==> config.mk <==
export PLATFORM = sky130hd
export DESIGN_NAME = id3v2_frame_text_extractor
export DESIGN_NICKNAME = d
export VERILOG_FILES = /design/src/hdl/id3fte_pkg.sv /design/src/hdl/id3v2_frame_text_extractor.sv /design/src/hdl/id3fte_parse.sv /design/src/hdl/id3fte_outq.sv
export SDC_FILE = /design/constraint.sdc
export NUM_CORES = 1
export LEC_CHECK = 0
export ABC_AREA = 1
export BUFFER_PORTS_ARGS = -buffer_cell sky130_fd_sc_hd__buf_2
export CORE_MARGIN = 4
export CORE_UTILIZATION = 62
export DETAILED_ROUTE_END_ITERATION = 8
export PLACE_DENSITY = 0.81
export SLEW_MARGIN = 5
export SYNTH_ARGS = -nofsm -noshare
export SYNTH_HDL_FRONTEND = slang
export SYNTH_SLANG_ARGS = --single-unit
==> constraint.sdc <==
create_clock -name i_clk -period 6.15 [get_ports i_clk]
set_input_delay 0.9225 -clock i_clk [delete_from_list [all_inputs] [get_ports i_clk]]
set_output_delay 0.9225 -clock i_clk [all_outputs]
set_load 0.05 [all_outputs]
==> src/hdl/id3fte_pkg.sv <==
// id3fte_pkg: shared types, codes and helpers for the ID3v2 frame text extractor.
// Used by id3fte_parse, id3fte_outq and id3v2_frame_text_extractor. No dependencies.
package id3fte_pkg;

    localparam int unsigned HdrLen    = 10;
    localparam int unsigned MaxResult = 3;

    typedef enum logic [1:0] {
        PH_TAG  = 2'd0,
        PH_FHDR = 2'd1,
        PH_PAY  = 2'd2,
        PH_DONE = 2'd3
    } t_phase;

    typedef enum logic [2:0] {
        KIND_TAG_HDR   = 3'd0,
        KIND_FRM_BEGIN = 3'd1,
        KIND_TEXT      = 3'd2,
        KIND_FRM_END   = 3'd3,
        KIND_TAG_END   = 3'd4,
        KIND_NOT_FOUND = 3'd5
    } t_kind;

    typedef enum logic {
        CFG_MODE      = 1'b0,
        CFG_WANTED_ID = 1'b1
    } t_cfg_idx;

    typedef struct packed {
        t_kind       kind;
        logic [31:0] frame_id;
        logic [7:0]  text_char;
        logic [7:0]  major_version;
        logic [7:0]  revision;
        logic [7:0]  tag_flags;
        logic [27:0] tag_bytes;
    } t_result;

    // Up to three results caused by one byte, entry 0 first.
    typedef struct packed {
        logic [1:0]        cnt;
        t_result [2:0]     res;
    } t_bundle;

    function automatic t_result mk_result(t_kind kind, logic [31:0] fid, logic [7:0] ch,
                                          logic [7:0] maj, logic [7:0] rev,
                                          logic [7:0] flg, logic [27:0] sz);
        t_result r;
        r.kind          = kind;
        r.frame_id      = fid;
        r.text_char     = ch;
        r.major_version = maj;
        r.revision      = rev;
        r.tag_flags     = flg;
        r.tag_bytes     = sz;
        return r;
    endfunction

    // Letters, digits, space, dot, slash, comma.
    function automatic logic keep_char(logic [7:0] b);
        return (b >= 8'h61 && b <= 8'h7a) || (b >= 8'h30 && b <= 8'h39) ||
               (b >= 8'h41 && b <= 8'h5a) || b == 8'h20 || b == 8'h2e ||
               b == 8'h2f || b == 8'h2c;
    endfunction

endpackage

==> src/hdl/id3v2_frame_text_extractor.sv <==
// id3v2_frame_text_extractor: ID3v2 tag and frame header parser with text filter.
// Each byte is held in the input register, then its results in the result register.
// Throughput: one byte per cycle while the output is not stalled; a byte causing k
// results (k up to 3) holds the result register until the output port takes all k.
// Reset (synchronous, active low): parser waits for tag header byte 0, mode=list,
// wanted_id=0, no results pending. Depends on id3fte_pkg, id3fte_parse, id3fte_outq.
module id3v2_frame_text_extractor (
    input  logic        i_clk,
    input  logic        i_rst_n,
    // input word channel
    input  logic        i_in_valid,
    output logic        o_in_stall,
    input  logic [7:0]  i_data_byte,
    input  logic        i_file_start,
    // output word channel
    output logic        o_out_valid,
    input  logic        i_out_stall,
    output logic [2:0]  o_kind,
    output logic [31:0] o_frame_id,
    output logic [7:0]  o_text_char,
    output logic [7:0]  o_major_version,
    output logic [7:0]  o_revision,
    output logic [7:0]  o_tag_flags,
    output logic [27:0] o_tag_bytes,
    output logic        o_last,
    // configuration writes
    input  logic        i_cfg_wr_en,
    input  logic [0:0]  i_cfg_index,
    input  logic [31:0] i_cfg_data
);

    logic                r_mode;
    logic [31:0]         r_wanted_id;

    logic                adv;
    logic                load;
    id3fte_pkg::t_bundle bundle;
    id3fte_pkg::t_result head;

    // Config registers: read live by the parser on every byte.
    always_ff @(posedge i_clk) begin
        if (!i_rst_n) begin
            r_mode      <= 1'b0;
            r_wanted_id <= '0;
        end else if (i_cfg_wr_en) begin
            unique case (id3fte_pkg::t_cfg_idx'(i_cfg_index))
                id3fte_pkg::CFG_MODE:      r_mode      <= i_cfg_data[0];
                id3fte_pkg::CFG_WANTED_ID: r_wanted_id <= i_cfg_data;
                default: begin
                end
            endcase
        end
    end

    // Input register + parser state; builds all results of one byte at once.
    id3fte_parse u_parse (
        .i_clk        (i_clk),
        .i_rst_n      (i_rst_n),
        .i_in_valid   (i_in_valid),
        .o_in_stall   (o_in_stall),
        .i_data_byte  (i_data_byte),
        .i_file_start (i_file_start),
        .i_mode       (r_mode),
        .i_wanted_id  (r_wanted_id),
        .i_adv        (adv),
        .o_load       (load),
        .o_bundle     (bundle)
    );

    // Result register: one word per cycle unless stalled; last flags the final one.
    id3fte_outq u_outq (
        .i_clk       (i_clk),
        .i_rst_n     (i_rst_n),
        .i_load      (load),
        .i_bundle    (bundle),
        .o_adv       (adv),
        .o_out_valid (o_out_valid),
        .i_out_stall (i_out_stall),
        .o_head      (head),
        .o_last      (o_last)
    );

    assign o_kind          = head.kind;
    assign o_frame_id      = head.frame_id;
    assign o_text_char     = head.text_char;
    assign o_major_version = head.major_version;
    assign o_revision      = head.revision;
    assign o_tag_flags     = head.tag_flags;
    assign o_tag_bytes     = head.tag_bytes;

endmodule

==> src/hdl/id3fte_parse.sv <==
// id3fte_parse: input word register, parser state and per-byte result builder.
// Depends on id3fte_pkg.
module id3fte_parse (
    input  logic                i_clk,
    input  logic                i_rst_n,
    input  logic                i_in_valid,
    output logic                o_in_stall,
    input  logic [7:0]          i_data_byte,
    input  logic                i_file_start,
    input  logic                i_mode,
    input  logic [31:0]         i_wanted_id,
    input  logic                i_adv,
    output logic                o_load,
    output id3fte_pkg::t_bundle o_bundle
);

    logic                 r_in_valid;
    logic [7:0]           r_byte;
    logic                 r_start;

    id3fte_pkg::t_phase   r_phase, n_phase;
    logic [3:0]           r_hidx, n_hidx;
    logic [31:0]          r_id, n_id;
    logic [31:0]          r_size, n_size;
    logic [23:0]          r_info, n_info;
    logic [27:0]          r_tag_len, n_tag_len;
    logic [31:0]          r_cons, n_cons;
    logic [31:0]          r_pay, n_pay;
    logic                 r_mact, n_mact;

    logic                 fire;
    logic                 fin, betw, tend;
    logic [1:0]           cnt;
    id3fte_pkg::t_result [2:0] res;

    function automatic logic [31:0] sat_add(logic [31:0] c, logic [3:0] k);
        logic [32:0] s;
        s = {1'b0, c} + {29'd0, k};
        return s[32] ? 32'hffff_ffff : s[31:0];
    endfunction

    assign fire       = r_in_valid && i_adv;
    assign o_in_stall = r_in_valid && !i_adv;
    assign o_load     = fire;

    always_ff @(posedge i_clk) begin
        if (!i_rst_n) begin
            r_in_valid <= 1'b0;
        end else if (i_in_valid && !o_in_stall) begin
            r_in_valid <= 1'b1;
        end else if (fire) begin
            r_in_valid <= 1'b0;
        end
        if (i_in_valid && !o_in_stall) begin
            r_byte  <= i_data_byte;
            r_start <= i_file_start;
        end
    end

    always_comb begin
        n_phase   = r_phase;
        n_hidx    = r_hidx;
        n_id      = r_id;
        n_size    = r_size;
        n_info    = r_info;
        n_tag_len = r_tag_len;
        n_cons    = r_cons;
        n_pay     = r_pay;
        n_mact    = r_mact;
        fin       = 1'b0;
        betw      = 1'b0;
        tend      = 1'b0;
        cnt       = 2'd0;
        res       = '0;

        if (r_start) begin
            n_phase   = id3fte_pkg::PH_TAG;
            n_hidx    = 4'd0;
            n_id      = '0;
            n_size    = '0;
            n_info    = '0;
            n_tag_len = '0;
            n_cons    = '0;
            n_pay     = '0;
            n_mact    = 1'b0;
        end

        unique case (n_phase)
            id3fte_pkg::PH_TAG: begin
                if (n_hidx == 4'd0) begin
                    n_info = '0;
                    n_size = '0;
                end
                if (n_hidx == 4'd3) begin
                    n_info[23:16] = r_byte;
                end else if (n_hidx == 4'd4) begin
                    n_info[15:8] = r_byte;
                end else if (n_hidx == 4'd5) begin
                    n_info[7:0] = r_byte;
                end else if (n_hidx >= 4'd6) begin
                    // syncsafe: seven bits per byte, 28 bits kept
                    n_size = {4'd0, n_size[20:0], r_byte[6:0]};
                end
                if (n_hidx >= 4'(id3fte_pkg::HdrLen - 1)) begin
                    n_tag_len = n_size[27:0];
                    n_cons    = '0;
                    res[cnt]  = id3fte_pkg::mk_result(id3fte_pkg::KIND_TAG_HDR, 32'd0,
                                    8'd0, n_info[23:16], n_info[15:8], n_info[7:0],
                                    n_size[27:0]);
                    cnt       = cnt + 2'd1;
                    betw      = 1'b1;
                end
                n_hidx = n_hidx + 4'd1;
            end
            id3fte_pkg::PH_FHDR: begin
                if (n_hidx == 4'd0 && r_byte == 8'd0) begin
                    n_cons = sat_add(n_cons, 4'd1);
                    tend   = 1'b1;
                end else begin
                    if (n_hidx < 4'd4) begin
                        n_id = {n_id[23:0], r_byte};
                    end else if (n_hidx < 4'd8) begin
                        n_size = {n_size[23:0], r_byte};
                    end
                    if (n_hidx >= 4'(id3fte_pkg::HdrLen - 1)) begin
                        n_cons = sat_add(n_cons, 4'(id3fte_pkg::HdrLen));
                        n_pay  = n_size;
                        n_mact = 1'b0;
                        if (!i_mode || n_id == i_wanted_id) begin
                            n_mact   = i_mode;
                            res[cnt] = id3fte_pkg::mk_result(id3fte_pkg::KIND_FRM_BEGIN,
                                           n_id, 8'd0, 8'd0, 8'd0, 8'd0, 28'd0);
                            cnt      = cnt + 2'd1;
                        end
                        if (n_pay == 32'd0) begin
                            fin = 1'b1;
                        end else begin
                            n_phase = id3fte_pkg::PH_PAY;
                        end
                    end
                    n_hidx = n_hidx + 4'd1;
                end
            end
            id3fte_pkg::PH_PAY: begin
                n_cons = sat_add(n_cons, 4'd1);
                if (n_pay != 32'd0) begin
                    n_pay = n_pay - 32'd1;
                end
                if ((!i_mode || n_mact) && id3fte_pkg::keep_char(r_byte)) begin
                    res[cnt] = id3fte_pkg::mk_result(id3fte_pkg::KIND_TEXT, 32'd0,
                                   r_byte, 8'd0, 8'd0, 8'd0, 28'd0);
                    cnt      = cnt + 2'd1;
                end
                if (n_pay == 32'd0) begin
                    fin = 1'b1;
                end
            end
            id3fte_pkg::PH_DONE: begin
            end
            default: begin
            end
        endcase

        if (fin) begin
            if (!i_mode || n_mact) begin
                res[cnt] = id3fte_pkg::mk_result(id3fte_pkg::KIND_FRM_END, 32'd0,
                               8'd0, 8'd0, 8'd0, 8'd0, 28'd0);
                cnt      = cnt + 2'd1;
            end
            if (n_mact) begin
                n_mact  = 1'b0;
                n_phase = id3fte_pkg::PH_DONE;
            end else begin
                betw = 1'b1;
            end
        end

        if (betw) begin
            if (n_cons >= {4'd0, n_tag_len}) begin
                tend = 1'b1;
            end else begin
                n_phase = id3fte_pkg::PH_FHDR;
                n_hidx  = 4'd0;
                n_id    = '0;
                n_size  = '0;
            end
        end

        if (tend) begin
            res[cnt] = id3fte_pkg::mk_result(i_mode ? id3fte_pkg::KIND_NOT_FOUND :
                           id3fte_pkg::KIND_TAG_END, 32'd0, 8'd0, 8'd0, 8'd0, 8'd0,
                           28'd0);
            cnt      = cnt + 2'd1;
            n_phase  = id3fte_pkg::PH_DONE;
        end
    end

    assign o_bundle.cnt = cnt;
    assign o_bundle.res = res;

    always_ff @(posedge i_clk) begin
        if (!i_rst_n) begin
            r_phase   <= id3fte_pkg::PH_TAG;
            r_hidx    <= '0;
            r_id      <= '0;
            r_size    <= '0;
            r_info    <= '0;
            r_tag_len <= '0;
            r_cons    <= '0;
            r_pay     <= '0;
            r_mact    <= 1'b0;
        end else if (fire) begin
            r_phase   <= n_phase;
            r_hidx    <= n_hidx;
            r_id      <= n_id;
            r_size    <= n_size;
            r_info    <= n_info;
            r_tag_len <= n_tag_len;
            r_cons    <= n_cons;
            r_pay     <= n_pay;
            r_mact    <= n_mact;
        end
    end

endmodule

==> src/hdl/id3fte_outq.sv <==
// id3fte_outq: result register of one byte's results, one word a cycle unless stalled.
// Depends on id3fte_pkg.
module id3fte_outq (
    input  logic                i_clk,
    input  logic                i_rst_n,
    input  logic                i_load,
    input  id3fte_pkg::t_bundle i_bundle,
    output logic                o_adv,
    output logic                o_out_valid,
    input  logic                i_out_stall,
    output id3fte_pkg::t_result o_head,
    output logic                o_last
);

    logic [1:0]                r_left;
    id3fte_pkg::t_result [2:0] r_res;
    logic                      take;

    assign take        = o_out_valid && !i_out_stall;
    assign o_out_valid = r_left != 2'd0;
    // free for the next byte once the last held result leaves
    assign o_adv       = (r_left == 2'd0) || (r_left == 2'd1 && take);
    assign o_head      = r_res[0];
    assign o_last      = r_left == 2'd1;

    always_ff @(posedge i_clk) begin
        if (!i_rst_n) begin
            r_left <= 2'd0;
        end else if (i_load) begin
            r_left <= i_bundle.cnt;
        end else if (take) begin
            r_left <= r_left - 2'd1;
        end
        if (i_load) begin
            r_res <= i_bundle.res;
        end else if (take) begin
            r_res[0] <= r_res[1];
            r_res[1] <= r_res[2];
        end
    end

endmodule

==> impl_summary.md <==
Run status
The flow ran to the end, and the final reports show no timing, DRC or antenna violations.

GRT
The global-route total usage across every layer is 37.4%. Summed over all layers, the global routing overflow is 0. The number of antenna violations at the first check in global routing came to 0. The largest net degree at the start of global routing is 225.

The wire length of the first global-routing pass is 125 mm. The via count of the first global-routing pass was 22,900.

Power and ir drop
In this run the power spent charging and discharging nets is 4.50 mW. The analysis attributes to cell leakage a power of 10.7 nW. Cell internal power was estimated by the tool at 5.38 mW. Of the total power, the share spent switching nets is 45.5%. Of the total power, the clock network draws 25.3%. The part of the total power dissipated in sequential elements is 31.6%.

The share of total power dissipated in combinational logic is 43.1%. The worst vdd rail ir drop is 0.281 mV. Power spread over the standard cell area amounts to 398 mW/mm².

Clock network
The longest clock path from root to sink contains 3 buffers. The H-tree was split into 2 levels. The clock-pin slew reported for the worst setup and hold paths after clock tree synthesis is 0.06 ns.

The clock latency reported for the late side of the worst-skew pair is 0.58 ns. Buffers inserted during clock tree synthesis total 39. The CTS root buffer is sky130_fd_sc_hd__clkbuf_16. The number of hold buffers added after cts is 0. TritonCTS built the clock tree. The number of clock sinks is 332.

Synth
The synthesized design contains 109 enable-type register cells. The library cell occupying the most area in the post-synthesis netlist is sky130_fd_sc_hd__dfxtp_1. Counting flops and latches in the post-synthesis netlist gives 332. The top cell type by area accounts for 19.3% of the synthesized area. Counting every instance in the synthesized netlist gives 3,541. The fraction of the mapped netlist area in compound gates is 21.0%.

For this run, the number of Yosys warnings is 0. The cell area after synthesis is 0.0231 mm². Sequential cells were found to cover 33.4% of the synthesized design area. The per-instance average area after synthesis is 6.54 µm².

Summing the areas of all fa, ha and maj instances in the mapped netlist gives 2.38% of the synthesized area. The xor/xnor cell area share of the yosys netlist is 1.55%. The post-synthesis net count is 3,632. After synthesis, the largest family of logic cells by area is simple AND/OR/NAND/NOR gates. The primary flip-flop cell chosen by synthesis mapping is sky130_fd_sc_hd__dfxtp_1. The number of different library cells used by synthesis comes to 51. After synthesis, the share of cell area in mux cells is 0%.

Sorting the synthesized cells by how often they occur yields sky130_fd_sc_hd__nand2_1, sky130_fd_sc_hd__inv_1, sky130_fd_sc_hd__o21ai_0. The leading cell type by number of instances after synthesis is sky130_fd_sc_hd__nand2_1. In the post-synthesis netlist, the biggest area contributors are sky130_fd_sc_hd__dfxtp_1, sky130_fd_sc_hd__nand2_1, sky130_fd_sc_hd__edfxtp_1, sky130_fd_sc_hd__o21ai_0, sky130_fd_sc_hd__inv_1. The area fraction in and, or, nand and nor cells after synthesis is 27.8%. The share of flip-flops with an asynchronous set or reset is 0%.

Timing
For this run, the top clock speed supported by timing is 172 MHz. The post-layout minimum cycle time is 5.82 ns. In the finished design, the share of the clock period the worst path needs comes to 94.6%. The setup violation total in the final timing report is 0. The final count of hold timing violations came to 0. Measured against its own limit, the worst slew margin works out to 18.3%. Hold timing on the final database bottoms out at a slack of 0.463 ns. The max-slew violation count is 0. For the pin with the worst max-slew slack, the measured transition is 1.22 ns. On the final layout, the worst clock skew is 0.0281 ns.

Critical path
Along the worst path, the maximum fanout reaches 29. STA classifies the critical path startpoint as a flip-flop. The category of the critical setup timing path is reg2reg. The data arrival time at the worst-slack endpoint is 6.24 ns.

The element type at the critical path end is a flip-flop. At the worst endpoint, the required time is 6.57 ns.

Detailed routing
The via count normalized by instance count is 6.25. The wire length per cell is 20.2 µm. Summed over all layers, the routed wires come to 80.3 mm. After detailed routing, the number of remaining DRC violations is 0. The number of iterations in the first detailed-routing pass is 8. The count of nets left with antenna violations once routing finished came out at 0. After the first detailed-routing iteration, the DRC count stood at 3,538. The routed layout has 24,900 vias.

Floorplanning
The die covers 0.0405 mm². After floorplanning, the core was divided into 70 placement rows. During I/O placement, the number of pins put on the boundary was 145. The floorplan step set the die width to 201 µm. The initial utilization of the core area, before any placement, comes to 63.1%. The area of the core is 0.0367 mm². From bottom edge to top edge, the die measures 201 µm.

Final layout
For this run, the post-layout net count is 3,578. The area growth from synthesis to layout is 7.27%. The share of post-route cells with drive strength above 1 is 9.75%. The number of antenna diodes in the final layout is 0. The final design utilization is 67.6%.

Job
Max-cap violations in this run came to 0.

Worst hold path
The min-delay analysis places its worst path in the category reg2reg.

Placement
The final weighted congestion in routability-driven placement is 1.01. The number of buffers inserted by port buffering is 144. The half-perimeter wire length after detailed placement is 54.1 mm.
metal layers:
metal / share of wire (%) / vias to the layer above / GRT usage [%]
met5: 0 / - / 0
met4: 5.0 / 0 / 16.0
met3: 12 / 308 / 8.33
met2: 44 / 1587 / 58.3
met1: 39 / 11400 / 50.6
li1: - / 11600 / -
stage by stage:
stage                     setup TNS [ns]  power [mW]  instances  setup WS [ns]  instance area (µm²)
after detailed placement               0        7.28       3906          0.128                23300
final                                  0        9.87       3985          0.333                24800
after floorplan                        0        6.51       3541          0.673                23100
after global placement                 0        7.21       3906          0.180                23300
after CTS                              0        9.76       3977          0.114                24700
after global routing            -0.00685        10.4       3985       -0.00327                24800
path summary, 6_finish.rpt:
| check | from | slack, ns | to | depth (start not counted) |
|---|---|---|---|---|
| min reg2reg | u_parse.r_id[25] | 0.46 | u_parse.r_id[25] | 2 |
| max reg2reg | u_parse.r_start | 0.33 | u_outq.o_head[68] | 27 |
| max | u_parse.r_start | 0.33 | u_outq.o_head[68] | 27 |
| min | u_parse.r_id[25] | 0.46 | u_parse.r_id[25] | 2 |
registers in the layout, summed over array words and instances, names as in the netlist:
register / cells
r_mode: 1
u_parse.r_tag_len: 28
u_parse.r_hidx: 4
u_parse.r_cons: 32
u_parse.r_info: 24
u_parse.r_pay: 32
u_parse.r_mact: 1
u_outq.r_res: 5
u_parse.r_id: 32
u_parse.r_phase: 2
r_wanted_id: 32
u_parse.r_in_valid: 1
u_parse.r_size: 32
u_outq.o_head: 95
u_parse.r_start: 1
u_parse.r_byte: 8
u_outq.r_left: 2
repair_timing:
item / 4_1_cts / 5_1_grt
setup endpoints to repair: 0 / 94
hold endpoints to repair: 0 / 0
gates resized for setup: 0 / 23
buffers inserted: 0 / 3
power groups by stage:
stage          combinational, mW  clock [mW]  sequential [mW]
2_1_floorplan               3.43           0             3.08
3_3_place_gp                4.08           0             3.13
3_5_place_dp                4.13           0             3.15
4_1_cts                     4.15        2.50             3.11
5_1_grt                     4.62        2.60             3.16
6_report                    4.26        2.49             3.12
cell usage in the layout, fill, tap and decap left out, drive strengths merged, types with 2 or more instances in the layout:
master      n
nand2     885
clkinv     11
o211ai    102
nor4       13
inv       410
nand3     180
xnor2      11
a211oi     14
o32ai       2
a41oi       2
nand3b     13
o2111ai     9
or2         4
ha         44
o31ai       5
clkinvlp    8
o221ai      6
o21ai     354
nor2      337
clkbuf     56
a21oi     282
bufinv      4
buf       206
nand4      63
a221oi      4
xor2       30
nor3       48
dfxtp     223
a31oi      44
o22ai      11
o21a       12
edfxtp    109
o311ai      7
a22oi       4
logic make-up (layout without fill, tap and decap cells):
group	Yosys count	count (layout)
adders and majority gates	44	44
buffers and inverters	722	695
and+or+nand+nor	1540	1543
other	1	1
AOI/OAI and AO/OA	861	861
DFF	332	332
xor gates and xnor gates	41	41
critical path, stage by stage, from the launching register on:
cell,delay (ns)
sky130_fd_sc_hd__edfxtp_1,0.49
sky130_fd_sc_hd__inv_8,0.27
sky130_fd_sc_hd__nand2_1,0.18
sky130_fd_sc_hd__inv_1,0.14
sky130_fd_sc_hd__ha_1,0.16
sky130_fd_sc_hd__inv_1,0.05
sky130_fd_sc_hd__nand3_1,0.09
sky130_fd_sc_hd__nand2_2,0.11
sky130_fd_sc_hd__buf_4,0.21
sky130_fd_sc_hd__nor2_1,0.33
sky130_fd_sc_hd__inv_1,0.24
sky130_fd_sc_hd__nor2_1,0.32
sky130_fd_sc_hd__nand2_1,0.12
sky130_fd_sc_hd__o21ai_0,0.19
sky130_fd_sc_hd__nand2_1,0.08
sky130_fd_sc_hd__a22oi_1,0.33
sky130_fd_sc_hd__ha_1,0.32
sky130_fd_sc_hd__nand2_1,0.07
sky130_fd_sc_hd__nor2_1,0.04
sky130_fd_sc_hd__a211oi_1,0.20
sky130_fd_sc_hd__nand3_1,0.18
sky130_fd_sc_hd__nor2_1,0.30
sky130_fd_sc_hd__nand2_1,0.12
sky130_fd_sc_hd__nand2_1,0.12
sky130_fd_sc_hd__nand2_2,0.19
sky130_fd_sc_hd__nand2_8,0.27
sky130_fd_sc_hd__nand4_4,0.31
sky130_fd_sc_hd__nor2_1,0.21
area by class of cell:
cell class                 instances  area [µm²]
timing repair inverter             2        10.0
inverter                         416        1590
multi-input combinational       2490       12300
clock inverter                    15         206
tap                              468         586
sequential                       332        7740
timing repair buffer             206        1210
fill                            3245       11900
clock buffer                      56        1160
Note: power is estimated with default switching activity, not from simulation.
